## src/rtl/priority_work_stealing_task_queues_unit_macros.svh

```systemverilog
// Assertion macros used by the task queue RTL.
`ifndef PRIORITY_WORK_STEALING_TASK_QUEUES_UNIT_MACROS_SVH
`define PRIORITY_WORK_STEALING_TASK_QUEUES_UNIT_MACROS_SVH

`ifndef SYNTHESIS
// Check a property on the clock edge, skipped while reset is asserted.
`define PWSTQ_ASSERT(lbl, clk, rstn, prop, msg) \
  lbl: assert property (@(posedge clk) disable iff (!rstn) (prop)) else $error(msg);
// Check a property on the clock edge, also during reset.
`define PWSTQ_ASSERT_ALWAYS(lbl, clk, prop, msg) \
  lbl: assert property (@(posedge clk) (prop)) else $error(msg);
`else
`define PWSTQ_ASSERT(lbl, clk, rstn, prop, msg)
`define PWSTQ_ASSERT_ALWAYS(lbl, clk, prop, msg)
`endif

`endif

```

## src/rtl/pwstq_pkg.sv

```systemverilog
// Constants and types of the priority work-stealing task queues.
`default_nettype none
package pwstq_pkg;

  localparam int NumWorkers    = 4;
  localparam int NumPriorities = 3;
  localparam int QueueDepth    = 16;
  localparam int TagBits       = 16;

  localparam int NumQueues  = NumWorkers * NumPriorities;
  localparam int StoreDepth = NumQueues * QueueDepth;
  localparam int PendCap    = StoreDepth;

  localparam int WorkerW = (NumWorkers > 1) ? $clog2(NumWorkers) : 1;
  localparam int PrioW   = (NumPriorities > 1) ? $clog2(NumPriorities) : 1;
  localparam int QueueW  = (NumQueues > 1) ? $clog2(NumQueues) : 1;
  localparam int SlotW   = $clog2(QueueDepth);
  localparam int FillW   = $clog2(QueueDepth + 1);
  localparam int AddrW   = $clog2(StoreDepth);
  localparam int PendW   = $clog2(PendCap + 1);

  // Fixed port widths.
  localparam int TagFieldW    = 16;
  localparam int PrioFieldW   = 2;
  localparam int WorkerFieldW = 2;
  localparam int StatusW      = 3;
  localparam int CountW       = 8;

  typedef enum logic [StatusW-1:0] {
    StEnqOk    = 3'd0,
    StStopping = 3'd1,
    StFull     = 3'd2,
    StPopped   = 3'd3,
    StEmpty    = 3'd4
  } status_e;

endpackage
`default_nettype wire

```

## src/rtl/priority_work_stealing_task_queues_unit.sv

```systemverilog
// Top level of the priority work-stealing task queues.
//
//  channel | direction | handshake            | payload
//  --------+-----------+----------------------+---------------------------------------
//  in      | sink      | in_valid_i/in_stall_o | req_type, task_tag, task_priority,
//          |           |                      | worker_id
//  out     | source    | out_valid_o/out_stall_i | status, out_tag, out_priority,
//          |           |                      | source_worker, pending_count
//  cfg     | sink      | cfg_we_i             | cfg_wdata_i -> stop_accepting
//
// For an enqueue, a rejected enqueue and a pop that finds nothing, the word
// is decided and written to the output register at the accept edge.
// A found task passes the task memory's read register before the output register.
// Reset clears the queue heads, fill counts, round-robin pointer, pending count and
// the stop register; the task memory is not cleared and needs no clearing pass.
// A stalled output word holds; a new item is taken when no pop waits on the task memory
// and the output register is free or being drained in the same cycle.
`default_nettype none
`include "priority_work_stealing_task_queues_unit_macros.svh"
module priority_work_stealing_task_queues_unit
  import pwstq_pkg::*;
(
  input  wire logic                    clk_i,
  input  wire logic                    rst_ni,
  input  wire logic                    cfg_we_i,
  input  wire logic                    cfg_wdata_i,
  input  wire logic                    in_valid_i,
  output logic                         in_stall_o,
  input  wire logic                    req_type_i,
  input  wire logic [TagFieldW-1:0]    task_tag_i,
  input  wire logic [PrioFieldW-1:0]   task_priority_i,
  input  wire logic [WorkerFieldW-1:0] worker_id_i,
  output logic                         out_valid_o,
  input  wire logic                    out_stall_i,
  output logic [StatusW-1:0]           status_o,
  output logic [TagFieldW-1:0]         out_tag_o,
  output logic [PrioFieldW-1:0]        out_priority_o,
  output logic [WorkerFieldW-1:0]      source_worker_o,
  output logic [CountW-1:0]            pending_count_o
);

  // Control state.
  logic               stop_q;
  logic [WorkerW-1:0] next_q, next_d;
  logic [PendW-1:0]   pending_q, pending_d;
  logic [SlotW-1:0]   head_q [NumQueues];
  logic [FillW-1:0]   fill_q [NumQueues];
  logic               pop_pend_q;
  logic               out_valid_q;

  // Output payload and the fields held for a pop waiting on memory.
  status_e            out_status_q;
  logic [TagFieldW-1:0]    out_tag_q;
  logic [PrioFieldW-1:0]   out_prio_q;
  logic [WorkerFieldW-1:0] out_worker_q;
  logic [CountW-1:0]       out_count_q;
  logic [PrioW-1:0]        hold_prio_q;
  logic [WorkerW-1:0]      hold_worker_q;
  logic [PendW-1:0]        hold_count_q;

  logic out_free, acc, load_pop;

  assign out_free   = !out_valid_q || !out_stall_i;
  assign in_stall_o = pop_pend_q || !out_free;
  assign acc        = in_valid_i && !in_stall_o;
  assign load_pop   = pop_pend_q && out_free;

  // Pop search: the named worker first, then the others in circular order; within a
  // worker, the lowest non-empty priority wins.
  logic [WorkerW-1:0] req_worker;
  logic               found;
  logic [QueueW-1:0]  pick_q;
  logic [WorkerW-1:0] pick_w;
  logic [PrioW-1:0]   pick_p;

  assign req_worker = WorkerW'(worker_id_i % NumWorkers);

  always_comb begin
    logic [WorkerW:0]   wsum;
    logic [WorkerW-1:0] ww;
    logic [QueueW-1:0]  qi;
    found  = 1'b0;
    pick_q = '0;
    pick_w = '0;
    pick_p = '0;
    for (int off = 0; off < NumWorkers; off++) begin
      wsum = (WorkerW+1)'(req_worker) + (WorkerW+1)'(off);
      if (wsum >= (WorkerW+1)'(NumWorkers)) begin
        wsum = wsum - (WorkerW+1)'(NumWorkers);
      end
      ww = wsum[WorkerW-1:0];
      for (int p = 0; p < NumPriorities; p++) begin
        qi = QueueW'(int'(ww) * NumPriorities + p);
        if (!found && (fill_q[qi] != '0)) begin
          found  = 1'b1;
          pick_q = qi;
          pick_w = ww;
          pick_p = PrioW'(p);
        end
      end
    end
  end

  // Enqueue target: round-robin worker, priority saturated to the last level.
  logic [PrioW-1:0]  enq_p;
  logic [QueueW-1:0] enq_q;

  always_comb begin
    if (int'(task_priority_i) >= NumPriorities) begin
      enq_p = PrioW'(NumPriorities - 1);
    end else begin
      enq_p = PrioW'(task_priority_i);
    end
    enq_q = QueueW'(int'(next_q) * NumPriorities + int'(enq_p));
  end

  // One queue is touched per item: read its head and fill once.
  logic [QueueW-1:0] sel_q;
  logic [SlotW-1:0]  sel_head, wr_slot, head_inc;
  logic [FillW-1:0]  sel_fill;
  logic [FillW:0]    slot_sum;
  logic [AddrW-1:0]  mem_addr;
  logic              enq_ok, enq_full, pop_hit;

  assign sel_q    = req_type_i ? pick_q : enq_q;
  assign sel_head = head_q[sel_q];
  assign sel_fill = fill_q[sel_q];

  always_comb begin
    slot_sum = (FillW+1)'(sel_head) + (FillW+1)'(sel_fill);
    if (slot_sum >= (FillW+1)'(QueueDepth)) begin
      slot_sum = slot_sum - (FillW+1)'(QueueDepth);
    end
    wr_slot = slot_sum[SlotW-1:0];
    if (sel_head == SlotW'(QueueDepth - 1)) begin
      head_inc = '0;
    end else begin
      head_inc = sel_head + SlotW'(1);
    end
  end

  assign enq_ok   = !req_type_i && !stop_q && (sel_fill < FillW'(QueueDepth));
  assign enq_full = !req_type_i && !stop_q && (sel_fill >= FillW'(QueueDepth));
  assign pop_hit  = req_type_i && found;
  assign mem_addr = AddrW'(sel_q) * AddrW'(QueueDepth)
                  + AddrW'(req_type_i ? sel_head : wr_slot);

  always_comb begin
    next_d    = next_q;
    pending_d = pending_q;
    if (acc && !req_type_i && !stop_q) begin
      if (next_q == WorkerW'(NumWorkers - 1)) begin
        next_d = '0;
      end else begin
        next_d = next_q + WorkerW'(1);
      end
    end
    if (acc && enq_ok) begin
      pending_d = pending_q + PendW'(1);
    end else if (acc && pop_hit) begin
      pending_d = pending_q - PendW'(1);
    end
  end

  // Task store: write on enqueue, read on a pop that found a task.
  logic [TagBits-1:0] rd_tag;

  pwstq_ram #(
    .Width(TagBits),
    .Depth(StoreDepth)
  ) u_store (
    .clk_i  (clk_i),
    .we_i   (acc && enq_ok),
    .waddr_i(mem_addr),
    .wdata_i(TagBits'(task_tag_i)),
    .re_i   (acc && pop_hit),
    .raddr_i(mem_addr),
    .rdata_o(rd_tag)
  );

  // Control registers.
  always_ff @(posedge clk_i or negedge rst_ni) begin
    if (!rst_ni) begin
      stop_q      <= 1'b0;
      next_q      <= '0;
      pending_q   <= '0;
      pop_pend_q  <= 1'b0;
      out_valid_q <= 1'b0;
      for (int i = 0; i < NumQueues; i++) begin
        head_q[i] <= '0;
        fill_q[i] <= '0;
      end
    end else begin
      if (cfg_we_i) begin
        stop_q <= cfg_wdata_i;
      end
      next_q    <= next_d;
      pending_q <= pending_d;
      if (acc && enq_ok) begin
        fill_q[sel_q] <= sel_fill + FillW'(1);
      end else if (acc && pop_hit) begin
        // Advance the head and drop the taken task from the count.
        head_q[sel_q] <= head_inc;
        fill_q[sel_q] <= sel_fill - FillW'(1);
      end
      if (acc && pop_hit) begin
        pop_pend_q <= 1'b1;
      end else if (load_pop) begin
        pop_pend_q <= 1'b0;
      end
      if ((acc && !pop_hit) || load_pop) begin
        out_valid_q <= 1'b1;
      end else if (!out_stall_i) begin
        out_valid_q <= 1'b0;
      end
    end
  end

  // Payload registers.
  always_ff @(posedge clk_i) begin
    if (acc && pop_hit) begin
      hold_prio_q   <= pick_p;
      hold_worker_q <= pick_w;
      hold_count_q  <= pending_d;
    end
    if (load_pop) begin
      out_status_q <= StPopped;
      out_tag_q    <= TagFieldW'(rd_tag);
      out_prio_q   <= PrioFieldW'(hold_prio_q);
      out_worker_q <= WorkerFieldW'(hold_worker_q);
      out_count_q  <= CountW'(hold_count_q);
    end else if (acc && !pop_hit) begin
      out_tag_q   <= '0;
      out_prio_q  <= '0;
      out_count_q <= CountW'(pending_d);
      if (req_type_i) begin
        out_status_q <= StEmpty;
        out_worker_q <= '0;
      end else if (stop_q) begin
        out_status_q <= StStopping;
        out_worker_q <= '0;
      end else begin
        out_status_q <= enq_full ? StFull : StEnqOk;
        out_worker_q <= WorkerFieldW'(next_q);
      end
    end
  end

  assign out_valid_o     = out_valid_q;
  assign status_o        = out_status_q;
  assign out_tag_o       = out_tag_q;
  assign out_priority_o  = out_prio_q;
  assign source_worker_o = out_worker_q;
  assign pending_count_o = out_count_q;

  `PWSTQ_ASSERT(a_pop_blocks_input, clk_i, rst_ni, pop_pend_q |-> in_stall_o, "input taken during pop read")
  `PWSTQ_ASSERT(a_pending_stable, clk_i, rst_ni, !acc |=> $stable(pending_q), "pending count moved without an item")
  `PWSTQ_ASSERT(a_stop_holds_target, clk_i, rst_ni, (acc && !req_type_i && stop_q) |=> $stable(next_q), "target advanced while stopping")
  `PWSTQ_ASSERT(a_pending_cap, clk_i, rst_ni, pending_q <= PendW'(PendCap), "pending count beyond capacity")

endmodule
`default_nettype wire

```

## src/rtl/pwstq_ram.sv

```systemverilog
// Generic simple dual-port RAM with a registered, enabled read.
`default_nettype none
module pwstq_ram #(
  parameter int Width = 16,
  parameter int Depth = 192
) (
  input  wire logic                     clk_i,
  input  wire logic                     we_i,
  input  wire logic [$clog2(Depth)-1:0] waddr_i,
  input  wire logic [Width-1:0]         wdata_i,
  input  wire logic                     re_i,
  input  wire logic [$clog2(Depth)-1:0] raddr_i,
  output logic      [Width-1:0]         rdata_o
);

  logic [Width-1:0] mem_q [Depth];

  always_ff @(posedge clk_i) begin
    if (we_i) begin
      mem_q[waddr_i] <= wdata_i;
    end
    if (re_i) begin
      rdata_o <= mem_q[raddr_i];
    end
  end

endmodule
`default_nettype wire
```

## config.mk

```make
export PLATFORM = sky130hd
export DESIGN_NAME = priority_work_stealing_task_queues_unit
export DESIGN_NICKNAME = d
export VERILOG_FILES = /design/src/rtl/pwstq_pkg.sv /design/src/rtl/priority_work_stealing_task_queues_unit.sv /design/src/rtl/pwstq_ram.sv
export VERILOG_INCLUDE_DIRS = /design/src /design/src/rtl
export SDC_FILE = /design/constraint.sdc
export NUM_CORES = 2
export LEC_CHECK = 0
export BUFFER_PORTS_ARGS = -buffer_cell sky130_fd_sc_hd__buf_2
export CAP_MARGIN = 25
export CORE_ASPECT_RATIO = 0.5
export CORE_UTILIZATION = 55
export DETAILED_ROUTE_END_ITERATION = 8
export HOLD_SLACK_MARGIN = 0.12
export PLACE_DENSITY = 0.72
export SLEW_MARGIN = 15
export SYNTH_ARGS = -nofsm -noshare
export SYNTH_HDL_FRONTEND = slang
export SYNTH_SLANG_ARGS = --single-unit
```

## constraint.sdc

```tcl
create_clock -name clk_i -period 10.31 [get_ports clk_i]
set_input_delay 2.5775 -clock clk_i [delete_from_list [all_inputs] [get_ports clk_i]]
set_output_delay 2.5775 -clock clk_i [all_outputs]
set_load 0.05 [all_outputs]
```

==> insert_results.sql <==
INSERT INTO impl_metrics (metric_group, metric, value, unit) VALUES
('clocking', 'clkLatencyLatePin', '890', 'ps'),
('worst_setup_path', 'criticalPathCategory', 'in -> reg', ''),
('run', 'cap_violations', '0', ''),
('clocking', 'root_buffer', 'sky130_fd_sc_hd__clkbuf_16', ''),
('clocking', 'ctsHoldBuffers', '0', ''),
('sta', 'setup_viol', '0', ''),
('clocking', 'clkSinkCount', '3252', ''),
('sta', 'slew_headroom', '0.123', ''),
('yosys', 'avgSynthCellArea', '15.9', 'um2'),
('yosys', 'postSynth.asyncResetShare', '0.0372', ''),
('route', 'via_per_inst', '6.70', ''),
('floorplan', 'die_height', '349', 'um'),
('floorplan', 'ioPinCount', '60', ''),
('worst_setup_path', 'setup.worst_path.end_class', 'register', ''),
('worst_setup_path', 'critical_path.slowest_cell', 'sky130_fd_sc_hd__a311oi_1', ''),
('sta', 'worst-slew-pin-transition', '1320', 'ps'),
('final_layout', 'layout_commonest_cell', 'sky130_fd_sc_hd__edfxtp_1', ''),
('sta', 'timing.final.max_slew_violations', '0', ''),
('clocking', 'clock_tree.buffer_depth', '4', ''),
('global_routing', 'global_route_total_usage_across_every_layer', '0.359', ''),
('route', 'post_drt_wl_per_cell', '34.4', 'um'),
('worst_hold_path', 'type_of_the_worst_min_delay_path', 'reg -> reg', ''),
('clocking', 'cts_htree_levels', '5', ''),
('clocking', 'number_of_buffers_created_by_cts', '286', ''),
('floorplan', 'die_area', '0.243', 'mm2'),
('placement', 'detailedPlacementHpwl', '292', 'mm'),
('yosys', 'netlist_instances', '8358', ''),
('sta', 'clock_skew_after_layout', '58.0', 'ps'),
('final_layout', 'layout.cells.most_common_list', '3128 x sky130_fd_sc_hd__edfxtp_1, 1038 x sky130_fd_sc_hd__nand2_1, 904 x sky130_fd_sc_hd__mux2i_1, 901 x sky130_fd_sc_hd__buf_4, 357 x sky130_fd_sc_hd__buf_12', ''),
('status', 'status', 'complete, no violations', ''),
('floorplan', 'initial_core_util', '0.553', ''),
('route', 'drt-total-wl', '443', 'mm'),
('final_layout', 'util_after_layout', '0.664', ''),
('route', 'drt_iter0_markers', '14000', ''),
('sta', 'final_hold_viol_count', '0', ''),
('clocking', 'cts_tree', 'yes', ''),
('global_routing', 'antenna_found_initial', '35', ''),
('sta', 'achievable-frequency', '98.2', 'MHz'),
('sta', 'post-route-period-util', '0.988', ''),
('yosys', 'synthFlopType', 'sky130_fd_sc_hd__edfxtp_1', ''),
('final_layout', 'area_growth', '20.0', '%'),
('yosys', 'number_of_enable_flip_flop_cells_after_synthesis', '3128', ''),
('yosys', 'library_cells_used_by_synthesis', '103', ''),
('clocking', 'clk_pin_slew_worst_paths', '70', 'ps'),
('worst_setup_path', 'cp_dominant_cell_by_count', 'sky130_fd_sc_hd__buf_4', ''),
('yosys', 'synth_seq_area_share', '0.732', ''),
('worst_setup_path', 'cp_data_required_time', '10900', 'ps'),
('sta', 'finalCriticalPeriod', '10180', 'ps'),
('worst_setup_path', 'regToRegSetupSlack', '1540', 'ps'),
('floorplan', 'std_cell_rows', '127', ''),
('floorplan', 'chipWidth', '696', 'um'),
('placement', 'input_output_buffers', '59', ''),
('yosys', 'synth.net_count', '8405', ''),
('final_layout', 'layout-drive-gt1-share', '0.239', ''),
('route', 'route.vias.total', '86300', ''),
('yosys', 'postSynthRegisterBits', '3252', ''),
('route', 'drt_drc_violations_left', '0', ''),
('sta', 'grt_setup_unrepaired', 'false', ''),
('yosys', 'yosys_warnings', '0', ''),
('worst_setup_path', 'critical_path.startpoint_type', 'primary input', ''),
('global_routing', 'grt_pass1_vias', '80900', ''),
('global_routing', 'grt.overflow.total', '0', ''),
('route', 'drtAntennaViolNets', '0', ''),
('global_routing', 'grt_max_degree', '126', ''),
('yosys', 'synth_area', '0.133', 'mm2'),
('floorplan', 'core_area', '0.240', 'mm2'),
('worst_setup_path', 'critPathArrivalTime', '10770', 'ps'),
('worst_setup_path', 'critical-path-max-stage-delay', '540', 'ps'),
('final_layout', 'area_of_all_sequential_standard_cells', '0.0970', 'mm2'),
('placement', 'place_congestion', '1.01', ''),
('final_layout', 'final_nets', '9462', ''),
('worst_setup_path', 'maximum_net_fanout_on_the_critical_path', '22', ''),
('final_layout', 'area_used_by_multi_input_combinational_logic', '0.0344', 'mm2'),
('global_routing', 'grt_pass1_wl', '613', 'mm'),
('route', 'drt-pass1-iter-count', '9', ''),
('final_layout', 'final.fill_count', '16100', '');
## area by class of cell
type,count,share of cell area
antenna,20,0.000315
clock buffer,354,0.0483
clock inverter,144,0.00845
inverter,31,0.000778
multi-input combinational,4523,0.216
sequential,3252,0.610
tap,3225,0.0254
timing repair buffer,1321,0.0906
## repair_timing
action                     CTS  global route
setup buffers                0             0
hold endpoints to repair     0             0
setup endpoints to repair    0             7
resized for setup            0             8
## worst max-delay path: cells and delay by family
| kind | cells | cell delay (ps) |
|---|---|---|
| compound gates | 15 | 4250 |
| fa+ha+maj | 2 | 610 |
| buf+inv | 11 | 1970 |
| simple gates | 8 | 1290 |
## cells by family (layout without fill, tap and decap cells)
group           after synthesis  after routing  synth area share
compound gates             1206           1206            0.0670
other cells                   0             20                 0
buf+inv                     583           1850            0.0218
xor+xnor                     14             14          0.000925
flops                      3252           3252             0.732
fa+ha+maj                    20             20           0.00206
simple gates               2115           2115            0.0711
mux                        1168           1168             0.105
## through the flow
stage	area, um2	setup TNS (ps)	hold slack, ps	worst slack [ps]	std cells
floorplan	134000	-38440	456	-81.3	8358
global placement	150000	-6380	446	-916	12300
detailed placement	150000	-5370	451	-814	12300
CTS	159000	0	462	71.0	12800
global route	159000	0	491	6.10	12900
finish	159000	0	465	126	12900
## synthesized netlist by cell type (69+ instances only)
| master | count | share of area |
|---|---|---|
| sky130_fd_sc_hd__buf_4 | 101 | 0.0057 |
| sky130_fd_sc_hd__mux2i_1 | 904 | 0.068 |
| sky130_fd_sc_hd__mux4_2 | 172 | 0.029 |
| sky130_fd_sc_hd__nand3_1 | 316 | 0.012 |
| sky130_fd_sc_hd__edfxtp_1 | 3128 | 0.71 |
| sky130_fd_sc_hd__clkbuf_1 | 217 | 0.0061 |
| sky130_fd_sc_hd__a32oi_1 | 123 | 0.0081 |
| sky130_fd_sc_hd__a2111oi_0 | 74 | 0.0049 |
| sky130_fd_sc_hd__mux2_2 | 92 | 0.0078 |
| sky130_fd_sc_hd__o21ai_0 | 131 | 0.0049 |
| sky130_fd_sc_hd__o22ai_1 | 69 | 0.0033 |
| sky130_fd_sc_hd__and3_1 | 199 | 0.0094 |
| sky130_fd_sc_hd__nand2_1 | 1061 | 0.030 |
| sky130_fd_sc_hd__dfrtp_1 | 121 | 0.023 |
| sky130_fd_sc_hd__buf_2 | 202 | 0.0076 |
| sky130_fd_sc_hd__a211oi_1 | 182 | 0.010 |
| sky130_fd_sc_hd__nor2_1 | 307 | 0.0087 |
| sky130_fd_sc_hd__a31oi_1 | 102 | 0.0048 |
| sky130_fd_sc_hd__a221oi_1 | 71 | 0.0047 |
| sky130_fd_sc_hd__a21oi_1 | 149 | 0.0056 |
## routing by layer
layer / vias to the layer above / global-route usage / share of wire
li1: 35100 / - / -
met1: 43400 / 0.503 / 0.37
met2: 6624 / 0.507 / 0.42
met3: 1070 / 0.138 / 0.16
met4: 32 / 0.142 / 0.045
met5: - / 0.000990 / 0.00096
## path summary, 6_finish.rpt
| kind | from | end | depth (start not counted) |
|---|---|---|---|
| min | status_o[2] | status_o[2] | 2 |
| min reg2reg | status_o[2] | status_o[2] | 2 |
| max in group asynchronous | rst_ni | head_q[47] | 2 |
| max reg2reg | fill_q[51] | u_store.rdata_o[13] | 30 |
| max | worker_id_i[0] | u_store.rdata_o[13] | 36 |
| min in group asynchronous | rst_ni | asynchronous set/reset pin | 1 |
## sequential cells by signal (all words and copies together) (netlist names), 3 cells and up, named ones only
signal	count
u_store.rdata_o	16
pending_q	8
hold_count_q	8
out_tag_o	16
pending_count_o	8
fill_q	48
u_store.mem_q	3072
head_q	48
status_o	3
Power is not shown: default switching activity piles up to over one toggle a cycle in this logic, so the estimate is an artifact.
